`src/sv/assert_macros.svh`:
```
// Assertion macros shared by the clipper RTL.
`ifndef ASSERT_MACROS_SVH
`define ASSERT_MACROS_SVH
`ifndef NO_ASSERTIONS
`define ASSERT_CLK(lbl, clk, rst_n, prop) \
	lbl: assert property (@(posedge clk) disable iff (!rst_n) prop) \
	else $error("assertion failed");
`define ASSERT_NEVER(lbl, clk, rst_n, expr) \
	lbl: assert property (@(posedge clk) disable iff (!rst_n) !(expr)) \
	else $error("forbidden condition seen");
`else
`define ASSERT_CLK(lbl, clk, rst_n, prop)
`define ASSERT_NEVER(lbl, clk, rst_n, expr)
`endif
`endif

```
`src/sv/pscc_pkg.sv`:
```
// Package with widths, constants and the sequencer states of the cube clipper.
package pscc_pkg;
	localparam int FRAC_BITS = 16;
	localparam int COORD_BITS = 24;
	localparam int OUT_BITS = 18;
	localparam int DW = COORD_BITS + 1;
	localparam int PW = 2 * DW;
	localparam int CNT_BITS = $clog2(DW);
	localparam logic [CNT_BITS-1:0] CNT_LAST = CNT_BITS'(DW - 1);
	localparam logic signed [COORD_BITS-1:0] ONE_FX = COORD_BITS'(1 << FRAC_BITS);
	localparam logic [2:0] PLANE_LAST = 3'd5;

	typedef logic signed [COORD_BITS-1:0] coord_t;
	typedef logic signed [OUT_BITS-1:0] out_coord_t;

	typedef enum logic [3:0] {
		ST_IDLE,
		ST_PLANE,
		ST_SEL,
		ST_MUL,
		ST_DIV,
		ST_RND,
		ST_WR,
		ST_OUT_A,
		ST_OUT_B
	} state_t;
endpackage

```
`src/sv/pscc_vtx_if.sv`:
```
// Vertex input channel and clipped point output channel.
interface pscc_vtx_if import pscc_pkg::*; ();
	logic valid;
	logic ready;
	coord_t vert_x;
	coord_t vert_y;
	coord_t vert_z;
	logic strip_start;
	modport source(output valid, vert_x, vert_y, vert_z, strip_start, input ready);
	modport sink(input valid, vert_x, vert_y, vert_z, strip_start, output ready);
endinterface

interface pscc_pt_if import pscc_pkg::*; ();
	logic valid;
	logic ready;
	out_coord_t out_x;
	out_coord_t out_y;
	out_coord_t out_z;
	logic segment_end;
	modport source(output valid, out_x, out_y, out_z, segment_end, input ready);
	modport sink(input valid, out_x, out_y, out_z, segment_end, output ready);
endinterface

```
`src/sv/polyline_segment_clip_cube.sv`:
```
// Top level: clips polyline segments to the unit cube with a bit-serial multiply-divide.
//
//  channel    | dir | beat
//  vtx        | in  | one vertex x, y, z and strip_start
//  pt         | out | one clipped endpoint, segment_end on the second
//  lines_mode | in  | write enable and one data bit
//
// A vertex that forms no segment is only stored as the previous vertex. A segment is accepted,
// each plane is examined in turn and, for each plane that cuts it, the two other coordinates
// pass through the shared shift-add multiplier and restoring divider; then 2 output beats follow.
// A segment that lies wholly outside one plane is dropped with no output beats.
// One vertex is handled at a time; vtx.ready is high only when the sequencer is idle.
// Output beats hold while pt.ready is low. Reset clears the control state and the stored previous vertex only.
`include "assert_macros.svh"
module polyline_segment_clip_cube import pscc_pkg::*; (
	input logic clk,
	input logic arst_n,
	input logic lines_mode_we,
	input logic lines_mode_wdata,
	pscc_vtx_if.sink vtx,
	pscc_pt_if.source pt
);
	state_t state_q, state_d;
	logic lines_mode_q, have_prev_q;
	coord_t prev_q [3];
	coord_t a_q [3];
	coord_t b_q [3];
	coord_t tmp_q [3];
	logic [2:0] plane_q;
	logic [1:0] j_q;
	logic [CNT_BITS-1:0] cnt_q;
	logic ina_q, dneg_q;
	logic [DW-1:0] num_q, den_q, mcand_q, nsh_q, low_q;
	logic [PW-1:0] prod_q;
	logic [DW:0] rem_q;

	function automatic coord_t pick(input coord_t v0, v1, v2, input logic [1:0] idx);
		coord_t r;
		case (idx)
			2'd0: r = v0;
			2'd1: r = v1;
			default: r = v2;
		endcase
		return r;
	endfunction

	logic [1:0] axis;
	logic lower, ina, inb, accept, form;
	coord_t bound, ak, bk, aj, bj;
	logic signed [DW:0] n0, d0, dj;
	logic [PW-1:0] prod_nx;
	logic [DW:0] trial;
	logic [DW:0] q_rnd;
	logic signed [DW+1:0] res_j;

	always_comb begin
		axis = plane_q[2:1];
		lower = ~plane_q[0];
		bound = lower ? -ONE_FX : ONE_FX;
		ak = pick(a_q[0], a_q[1], a_q[2], axis);
		bk = pick(b_q[0], b_q[1], b_q[2], axis);
		aj = pick(a_q[0], a_q[1], a_q[2], j_q);
		bj = pick(b_q[0], b_q[1], b_q[2], j_q);
		ina = lower ? (ak >= bound) : (ak <= bound);
		inb = lower ? (bk >= bound) : (bk <= bound);
		n0 = (DW+1)'(bound) - (DW+1)'(ak);
		d0 = (DW+1)'(bk) - (DW+1)'(ak);
		if (d0 < 0) begin
			n0 = -n0;
			d0 = -d0;
		end
		dj = (DW+1)'(bj) - (DW+1)'(aj);
		prod_nx = {prod_q[PW-2:0], 1'b0} + (nsh_q[DW-1] ? PW'(mcand_q) : '0);
		trial = {rem_q[DW-1:0], low_q[DW-1]};
		q_rnd = (DW+1)'(low_q) + (DW+1)'(({rem_q, 1'b0}) >= (DW+2)'(den_q));
		res_j = dneg_q ? ((DW+2)'(aj) - (DW+2)'(q_rnd)) : ((DW+2)'(aj) + (DW+2)'(q_rnd));
		accept = vtx.valid && vtx.ready;
		form = have_prev_q && !vtx.strip_start && lines_mode_q;
	end

	always_comb begin
		state_d = state_q;
		vtx.ready = 1'b0;
		pt.valid = 1'b0;
		case (state_q)
			ST_IDLE: begin
				vtx.ready = 1'b1;
				if (vtx.valid && form) begin
					state_d = ST_PLANE;
				end
			end
			ST_PLANE: begin
				if (ina && inb) begin
					state_d = (plane_q == PLANE_LAST) ? ST_OUT_A : ST_PLANE;
				end else if (!ina && !inb) begin
					state_d = ST_IDLE;
				end else begin
					state_d = ST_SEL;
				end
			end
			ST_SEL: begin
				if (j_q == 2'd3) begin
					state_d = ST_WR;
				end else if (j_q != axis) begin
					state_d = ST_MUL;
				end
			end
			ST_MUL: if (cnt_q == CNT_LAST) state_d = ST_DIV;
			ST_DIV: if (cnt_q == CNT_LAST) state_d = ST_RND;
			ST_RND: state_d = ST_SEL;
			ST_WR: state_d = (plane_q == PLANE_LAST) ? ST_OUT_A : ST_PLANE;
			ST_OUT_A: begin
				pt.valid = 1'b1;
				if (pt.ready) state_d = ST_OUT_B;
			end
			ST_OUT_B: begin
				pt.valid = 1'b1;
				if (pt.ready) state_d = ST_IDLE;
			end
			default: state_d = ST_IDLE;
		endcase
	end

	assign pt.out_x = (state_q == ST_OUT_B) ? OUT_BITS'(b_q[0]) : OUT_BITS'(a_q[0]);
	assign pt.out_y = (state_q == ST_OUT_B) ? OUT_BITS'(b_q[1]) : OUT_BITS'(a_q[1]);
	assign pt.out_z = (state_q == ST_OUT_B) ? OUT_BITS'(b_q[2]) : OUT_BITS'(a_q[2]);
	assign pt.segment_end = (state_q == ST_OUT_B);

	always_ff @(posedge clk or negedge arst_n) begin
		if (!arst_n) begin
			state_q <= ST_IDLE;
			lines_mode_q <= 1'b1;
			have_prev_q <= 1'b0;
			prev_q[0] <= '0;
			prev_q[1] <= '0;
			prev_q[2] <= '0;
		end else begin
			state_q <= state_d;
			if (lines_mode_we) lines_mode_q <= lines_mode_wdata;
			if (accept) begin
				have_prev_q <= 1'b1;
				prev_q[0] <= vtx.vert_x;
				prev_q[1] <= vtx.vert_y;
				prev_q[2] <= vtx.vert_z;
			end
		end
	end

	always_ff @(posedge clk) begin
		case (state_q)
			ST_IDLE: begin
				a_q <= prev_q;
				b_q[0] <= vtx.vert_x;
				b_q[1] <= vtx.vert_y;
				b_q[2] <= vtx.vert_z;
				plane_q <= '0;
			end
			ST_PLANE: begin
				ina_q <= ina;
				num_q <= DW'(n0);
				den_q <= DW'(d0);
				j_q <= '0;
				if (ina && inb) plane_q <= plane_q + 3'd1;
			end
			ST_SEL: begin
				dneg_q <= dj < 0;
				mcand_q <= (dj < 0) ? DW'(-dj) : DW'(dj);
				nsh_q <= num_q;
				prod_q <= '0;
				cnt_q <= '0;
				if (j_q == axis) j_q <= j_q + 2'd1;
			end
			ST_MUL: begin
				prod_q <= prod_nx;
				nsh_q <= {nsh_q[DW-2:0], 1'b0};
				cnt_q <= (cnt_q == CNT_LAST) ? '0 : cnt_q + 1'b1;
				rem_q <= {1'b0, prod_nx[PW-1:DW]};
				low_q <= prod_nx[DW-1:0];
			end
			ST_DIV: begin
				cnt_q <= cnt_q + 1'b1;
				if (trial >= (DW+1)'(den_q)) begin
					rem_q <= trial - (DW+1)'(den_q);
					low_q <= {low_q[DW-2:0], 1'b1};
				end else begin
					rem_q <= trial;
					low_q <= {low_q[DW-2:0], 1'b0};
				end
			end
			ST_RND: begin
				case (j_q)
					2'd0: tmp_q[0] <= COORD_BITS'(res_j);
					2'd1: tmp_q[1] <= COORD_BITS'(res_j);
					default: tmp_q[2] <= COORD_BITS'(res_j);
				endcase
				j_q <= j_q + 2'd1;
			end
			ST_WR: begin
				for (int k = 0; k < 3; k++) begin
					if (ina_q) b_q[k] <= (2'(k) == axis) ? bound : tmp_q[k];
					else a_q[k] <= (2'(k) == axis) ? bound : tmp_q[k];
				end
				plane_q <= plane_q + 3'd1;
			end
			default: ;
		endcase
	end

	`ASSERT_CLK(a_end_follows, clk, arst_n, pt.valid && pt.ready && !pt.segment_end |=> pt.valid && pt.segment_end)
	`ASSERT_NEVER(a_one_at_a_time, clk, arst_n, vtx.ready && pt.valid)
	`ASSERT_CLK(a_rem_below_den, clk, arst_n, state_q == ST_DIV |-> rem_q < (DW+1)'(den_q))
endmodule
```
`src/flat_wrapper.sv`:
```
// flat-port wrapper written by rule: the top's interface ports become plain ports
module polyline_segment_clip_cube_flat import pscc_pkg::*;
  (clk, arst_n, lines_mode_we, lines_mode_wdata, vtx_valid, vtx_vert_x, vtx_vert_y, vtx_vert_z, vtx_strip_start, vtx_ready, pt_valid, pt_out_x, pt_out_y, pt_out_z, pt_segment_end, pt_ready);
  pscc_vtx_if vtx_i ();
  pscc_pt_if pt_i ();
  input logic clk;
  input logic arst_n;
  input logic lines_mode_we;
  input logic lines_mode_wdata;
  input wire logic [$bits(vtx_i.valid)-1:0] vtx_valid;
  input wire logic [$bits(vtx_i.vert_x)-1:0] vtx_vert_x;
  input wire logic [$bits(vtx_i.vert_y)-1:0] vtx_vert_y;
  input wire logic [$bits(vtx_i.vert_z)-1:0] vtx_vert_z;
  input wire logic [$bits(vtx_i.strip_start)-1:0] vtx_strip_start;
  output wire logic [$bits(vtx_i.ready)-1:0] vtx_ready;
  output wire logic [$bits(pt_i.valid)-1:0] pt_valid;
  output wire logic [$bits(pt_i.out_x)-1:0] pt_out_x;
  output wire logic [$bits(pt_i.out_y)-1:0] pt_out_y;
  output wire logic [$bits(pt_i.out_z)-1:0] pt_out_z;
  output wire logic [$bits(pt_i.segment_end)-1:0] pt_segment_end;
  input wire logic [$bits(pt_i.ready)-1:0] pt_ready;
  assign vtx_i.valid = vtx_valid;
  assign vtx_i.vert_x = vtx_vert_x;
  assign vtx_i.vert_y = vtx_vert_y;
  assign vtx_i.vert_z = vtx_vert_z;
  assign vtx_i.strip_start = vtx_strip_start;
  assign vtx_ready = vtx_i.ready;
  assign pt_valid = pt_i.valid;
  assign pt_out_x = pt_i.out_x;
  assign pt_out_y = pt_i.out_y;
  assign pt_out_z = pt_i.out_z;
  assign pt_segment_end = pt_i.segment_end;
  assign pt_i.ready = pt_ready;
  polyline_segment_clip_cube u_core (.clk(clk), .arst_n(arst_n), .lines_mode_we(lines_mode_we), .lines_mode_wdata(lines_mode_wdata), .vtx(vtx_i), .pt(pt_i));
endmodule
```
`config.mk`:
```
export PLATFORM = sky130hd
export DESIGN_NAME = polyline_segment_clip_cube_flat
export DESIGN_NICKNAME = d
export VERILOG_FILES = /design/src/sv/pscc_pkg.sv /design/src/sv/pscc_vtx_if.sv /design/src/sv/polyline_segment_clip_cube.sv /design/src/flat_wrapper.sv
export VERILOG_INCLUDE_DIRS = /design/src /design/src/sv
export SDC_FILE = /design/constraint.sdc
export NUM_CORES = 1
export LEC_CHECK = 0
export BUFFER_PORTS_ARGS = -buffer_cell sky130_fd_sc_hd__buf_2
export CELL_PAD_IN_SITES_DETAIL_PLACEMENT = 0
export CELL_PAD_IN_SITES_GLOBAL_PLACEMENT = 2
export CORE_ASPECT_RATIO = 0.6
export CORE_MARGIN = 8
export CORE_UTILIZATION = 41
export CTS_CLUSTER_SIZE = 25
export DETAILED_ROUTE_END_ITERATION = 8
export PLACE_DENSITY_LB_ADDON = 0.1
export SLEW_MARGIN = 20
export SYNTH_ARGS = -nofsm -noshare
export SYNTH_HDL_FRONTEND = slang
export SYNTH_SLANG_ARGS = --single-unit
```
`constraint.sdc`:
```
create_clock -name clk -period 7.95 [get_ports clk]
set_input_delay 1.1925 -clock clk [delete_from_list [all_inputs] [get_ports clk]]
set_output_delay 1.1925 -clock clk [all_outputs]
set_load 0.1 [all_outputs]
```
==> impl_metrics.tcl <==
set metrics [dict create \
    status "finished, final reports clean" \
    critical_path_arrival_ns 7.68 \
    cap_viol_max_count 0 \
    max_slew.worst_pin.slew_ns 1.217 \
    global_route_wire_length_before_repair_um 167100 \
    buffer_depth_of_the_longest_clock_path 3 \
    grtUsageTotal_pct 24.73 \
    detailedPlace.worstSlack_ns 0.9109 \
    grt_pass1_vias 25200 \
    numPortBuffers 135 \
    final.min_clock_period_ns 7.249 \
    number_of_nets_in_the_layout 3622 \
    clock_skew_ns 0.03411 \
    dr_total_vias 26200 \
    cts.sinks 506 \
    hp-class "register to register" \
    drtAntennaViolNets 0 \
    yosys.cell_types.count 98 \
    num_ports 136 \
    grt_max_degree 79 \
    asyncSetResetFlopFracSynth_pct 15.42 \
    layout-drive-gt1-share_pct 13.75 \
    worst_skew_pair_latency_ns 0.64 \
    rsz0062_at_grt "no" \
    finalWirelength_um 112500 \
    cp_top_family "compound AO/OA/AOI/OAI gates" \
    worstHoldPathCells 1 \
    cp.buffers_inverters 1 \
    startpoint_type "register" \
    antenna_found_initial 5 \
    worst-endpoint-required_ns 8.38 \
    synth_enable_flop_cells 428 \
    finish.utilization_pct 45.95 \
    floorplan.die.width_um 380.1 \
    post_synthesis_to_final_layout_area_growth_pct 11.41 \
    routabilityCongestion 0.9082 \
    timing.final.setup_violations 0 \
    fp-row-count 80 \
    cp_slowest_stage_delay_ns 0.65 \
    final_max_slew_viol_count 0 \
    route.detailed.drc 0 \
    post-route-worst-setup-slack_ns 0.7007 \
    timing.critical_path.to_type "register" \
    tritoncts_clock_tree "done" \
    critical_path.slowest_cell "nor4_1" \
    synthFlopType "edfxtp_1" \
    min_period_over_period_pct 91.19 \
    floorplan.die.height_um 234.5 \
    synthCells 3309 \
    synth.ff_latch_count 506 \
    clk_pin_slew_worst_paths_ns 0.06 \
    initial_core_utilization_pct 41.24 \
    dieArea_um2 89120 \
    cts_root_cell "clkbuf_16" \
    postCtsHoldBufs 0 \
    setup-tns-final_ns 0 \
    post-cts-setup-buffer-count 0 \
    cp_num_cells 30 \
    fmaxAchievable_mhz 137.9 \
    syn-mean-instance-area_um2 9.856 \
    post_cts.resized_instances 0 \
    overflow 0 \
    total_cts_buffers 52 \
    viasPerCell 5.823 \
    setup.worst_path.class "register to register" \
    synth.net_count 3542 \
    cts-htree-levels 2 \
    timing.final.hold_violations 0 \
    ys.warnings.count 0 \
    post_synth_instance_area_um2 32610 \
    detailedRoute.firstIterationViolations 2567 \
    critical_path_peak_fanout 5 \
    max_slew_margin_pct 18.88 \
    dp.final_hpwl_um 84620 \
    firstDrtPassIters 6 \
    core_outline_area_um2 79080 \
    sequential_area_share_after_synthesis_pct 45.40 \
    route.detailed.wl_per_inst_um 25.00 \
    worstRegToRegCells 30 \
]
==> kinds of logic after synthesis <==
logic type / after synthesis / share of synthesized area (%)
AOI/OAI and AO/OA: 820 / 15.60
muxes: 222 / 7.646
adders and majority gates: 154 / 6.023
DFF: 506 / 45.40
xor gates and xnor gates: 252 / 6.768
and+or+nand+nor: 1063 / 15.06
buffers and inverters: 292 / 3.503
==> synth_stat cells, types with 62 or more instances <==
cell	n	area, um^2
a21oi_1	190	950.9
nor2_1	199	747.0
mux2_2	134	1509
nand2_1	486	1824
inv_1	130	488.0
nor3_1	62	310.3
mux2i_1	75	750.7
xor2_1	88	770.7
a21o_1	82	615.6
ha_1	149	1864
clkbuf_1	126	473.0
dfrtp_1	77	1927
o21ai_0	259	1296
xnor2_1	164	1436
edfxtp_1	428	12850
==> per-stage QoR <==
step	cells	hold WS, ns	cell area (um^2)
detailed placement	4401	0.4554	34500
finish	4499	0.4766	36330
CTS	4498	0.4745	36320
global placement	4401	0.4477	34490
floorplan	3309	0.4337	32610
global route	4498	0.5008	36330
==> path summary, 6_finish.rpt <==
kind | from | to | slack [ns]
setup / recovery | u_core.rem_q[0]$_DFFE_PP_ | u_core.tmp_q[0][23]$_DFFE_PP_ | 0.70
hold / removal | u_core.have_prev_q$_DFFE_PN0P_ | u_core.have_prev_q$_DFFE_PN0P_ | 0.48
setup reg to reg | u_core.rem_q[0]$_DFFE_PP_ | u_core.tmp_q[0][23]$_DFFE_PP_ | 0.70
hold reg to reg | u_core.have_prev_q$_DFFE_PN0P_ | u_core.have_prev_q$_DFFE_PN0P_ | 0.48
max in group asynchronous | arst_n | u_core.prev_q[10]$_DFFE_PN0P_ | 6.19
min in group asynchronous | arst_n | u_core.prev_q[44]$_DFFE_PN0P_ | 0.54
==> layout make-up <==
type	instances	area, um^2
clock buffers	66	1395
fillers	7446	42740
repair buffers	183	1092
clock inverters	31	425.4
diodes	1	2.502
flip-flops and latches	506	14810
multi-input cells	2511	16770
well taps	1066	1334
inverters	135	506.7
==> layout by cell type (no fill, tap or decap), types with 15 or more instances in the layout <==
master and instances:
nand2_1 481, edfxtp_1 428, o21ai_0 254, nor2_1 197
a21oi_1 185, xnor2_1 164, ha_1 147, mux2_2 134
buf_2 134, inv_1 129, xor2_1 88, a21o_1 82
dfrtp_1 77, mux2i_1 75, nor3_1 60, nand3_1 54
clkbuf_16 53, and2_1 44, and3_1 44, buf_4 44
a22oi_1 33, a31oi_1 32, nand4_1 32, o21a_1 30
o21ai_1 29, nand2b_1 28, a22o_1 25, o211ai_1 24
nor2b_1 22, nor4_1 19, a211oi_1 15
==> flip-flops by register name, summed over array words and instances, names as in the netlist, 3 cells and up <==
name            flops
u_core.a_q         72
u_core.b_q         72
u_core.prev_q      72
u_core.tmp_q       72
u_core.prod_q      49
u_core.rem_q       26
u_core.den_q       25
u_core.low_q       25
u_core.mcand_q     25
u_core.nsh_q       25
u_core.num_q       25
u_core.cnt_q        5
u_core.state_q      4
u_core.plane_q      3
==> routing by layer <==
metal	up-vias	track usage (%)	part of all wire (%)
met5	-	0	0.0098
met4	2	4.520	1.7
met3	115	5.920	8.6
met2	854	36.01	41
met1	13050	37.38	49
li1	12180	-	-
Power is not shown: default switching activity piles up to over one toggle a cycle in this logic, so the estimate is an artifact.
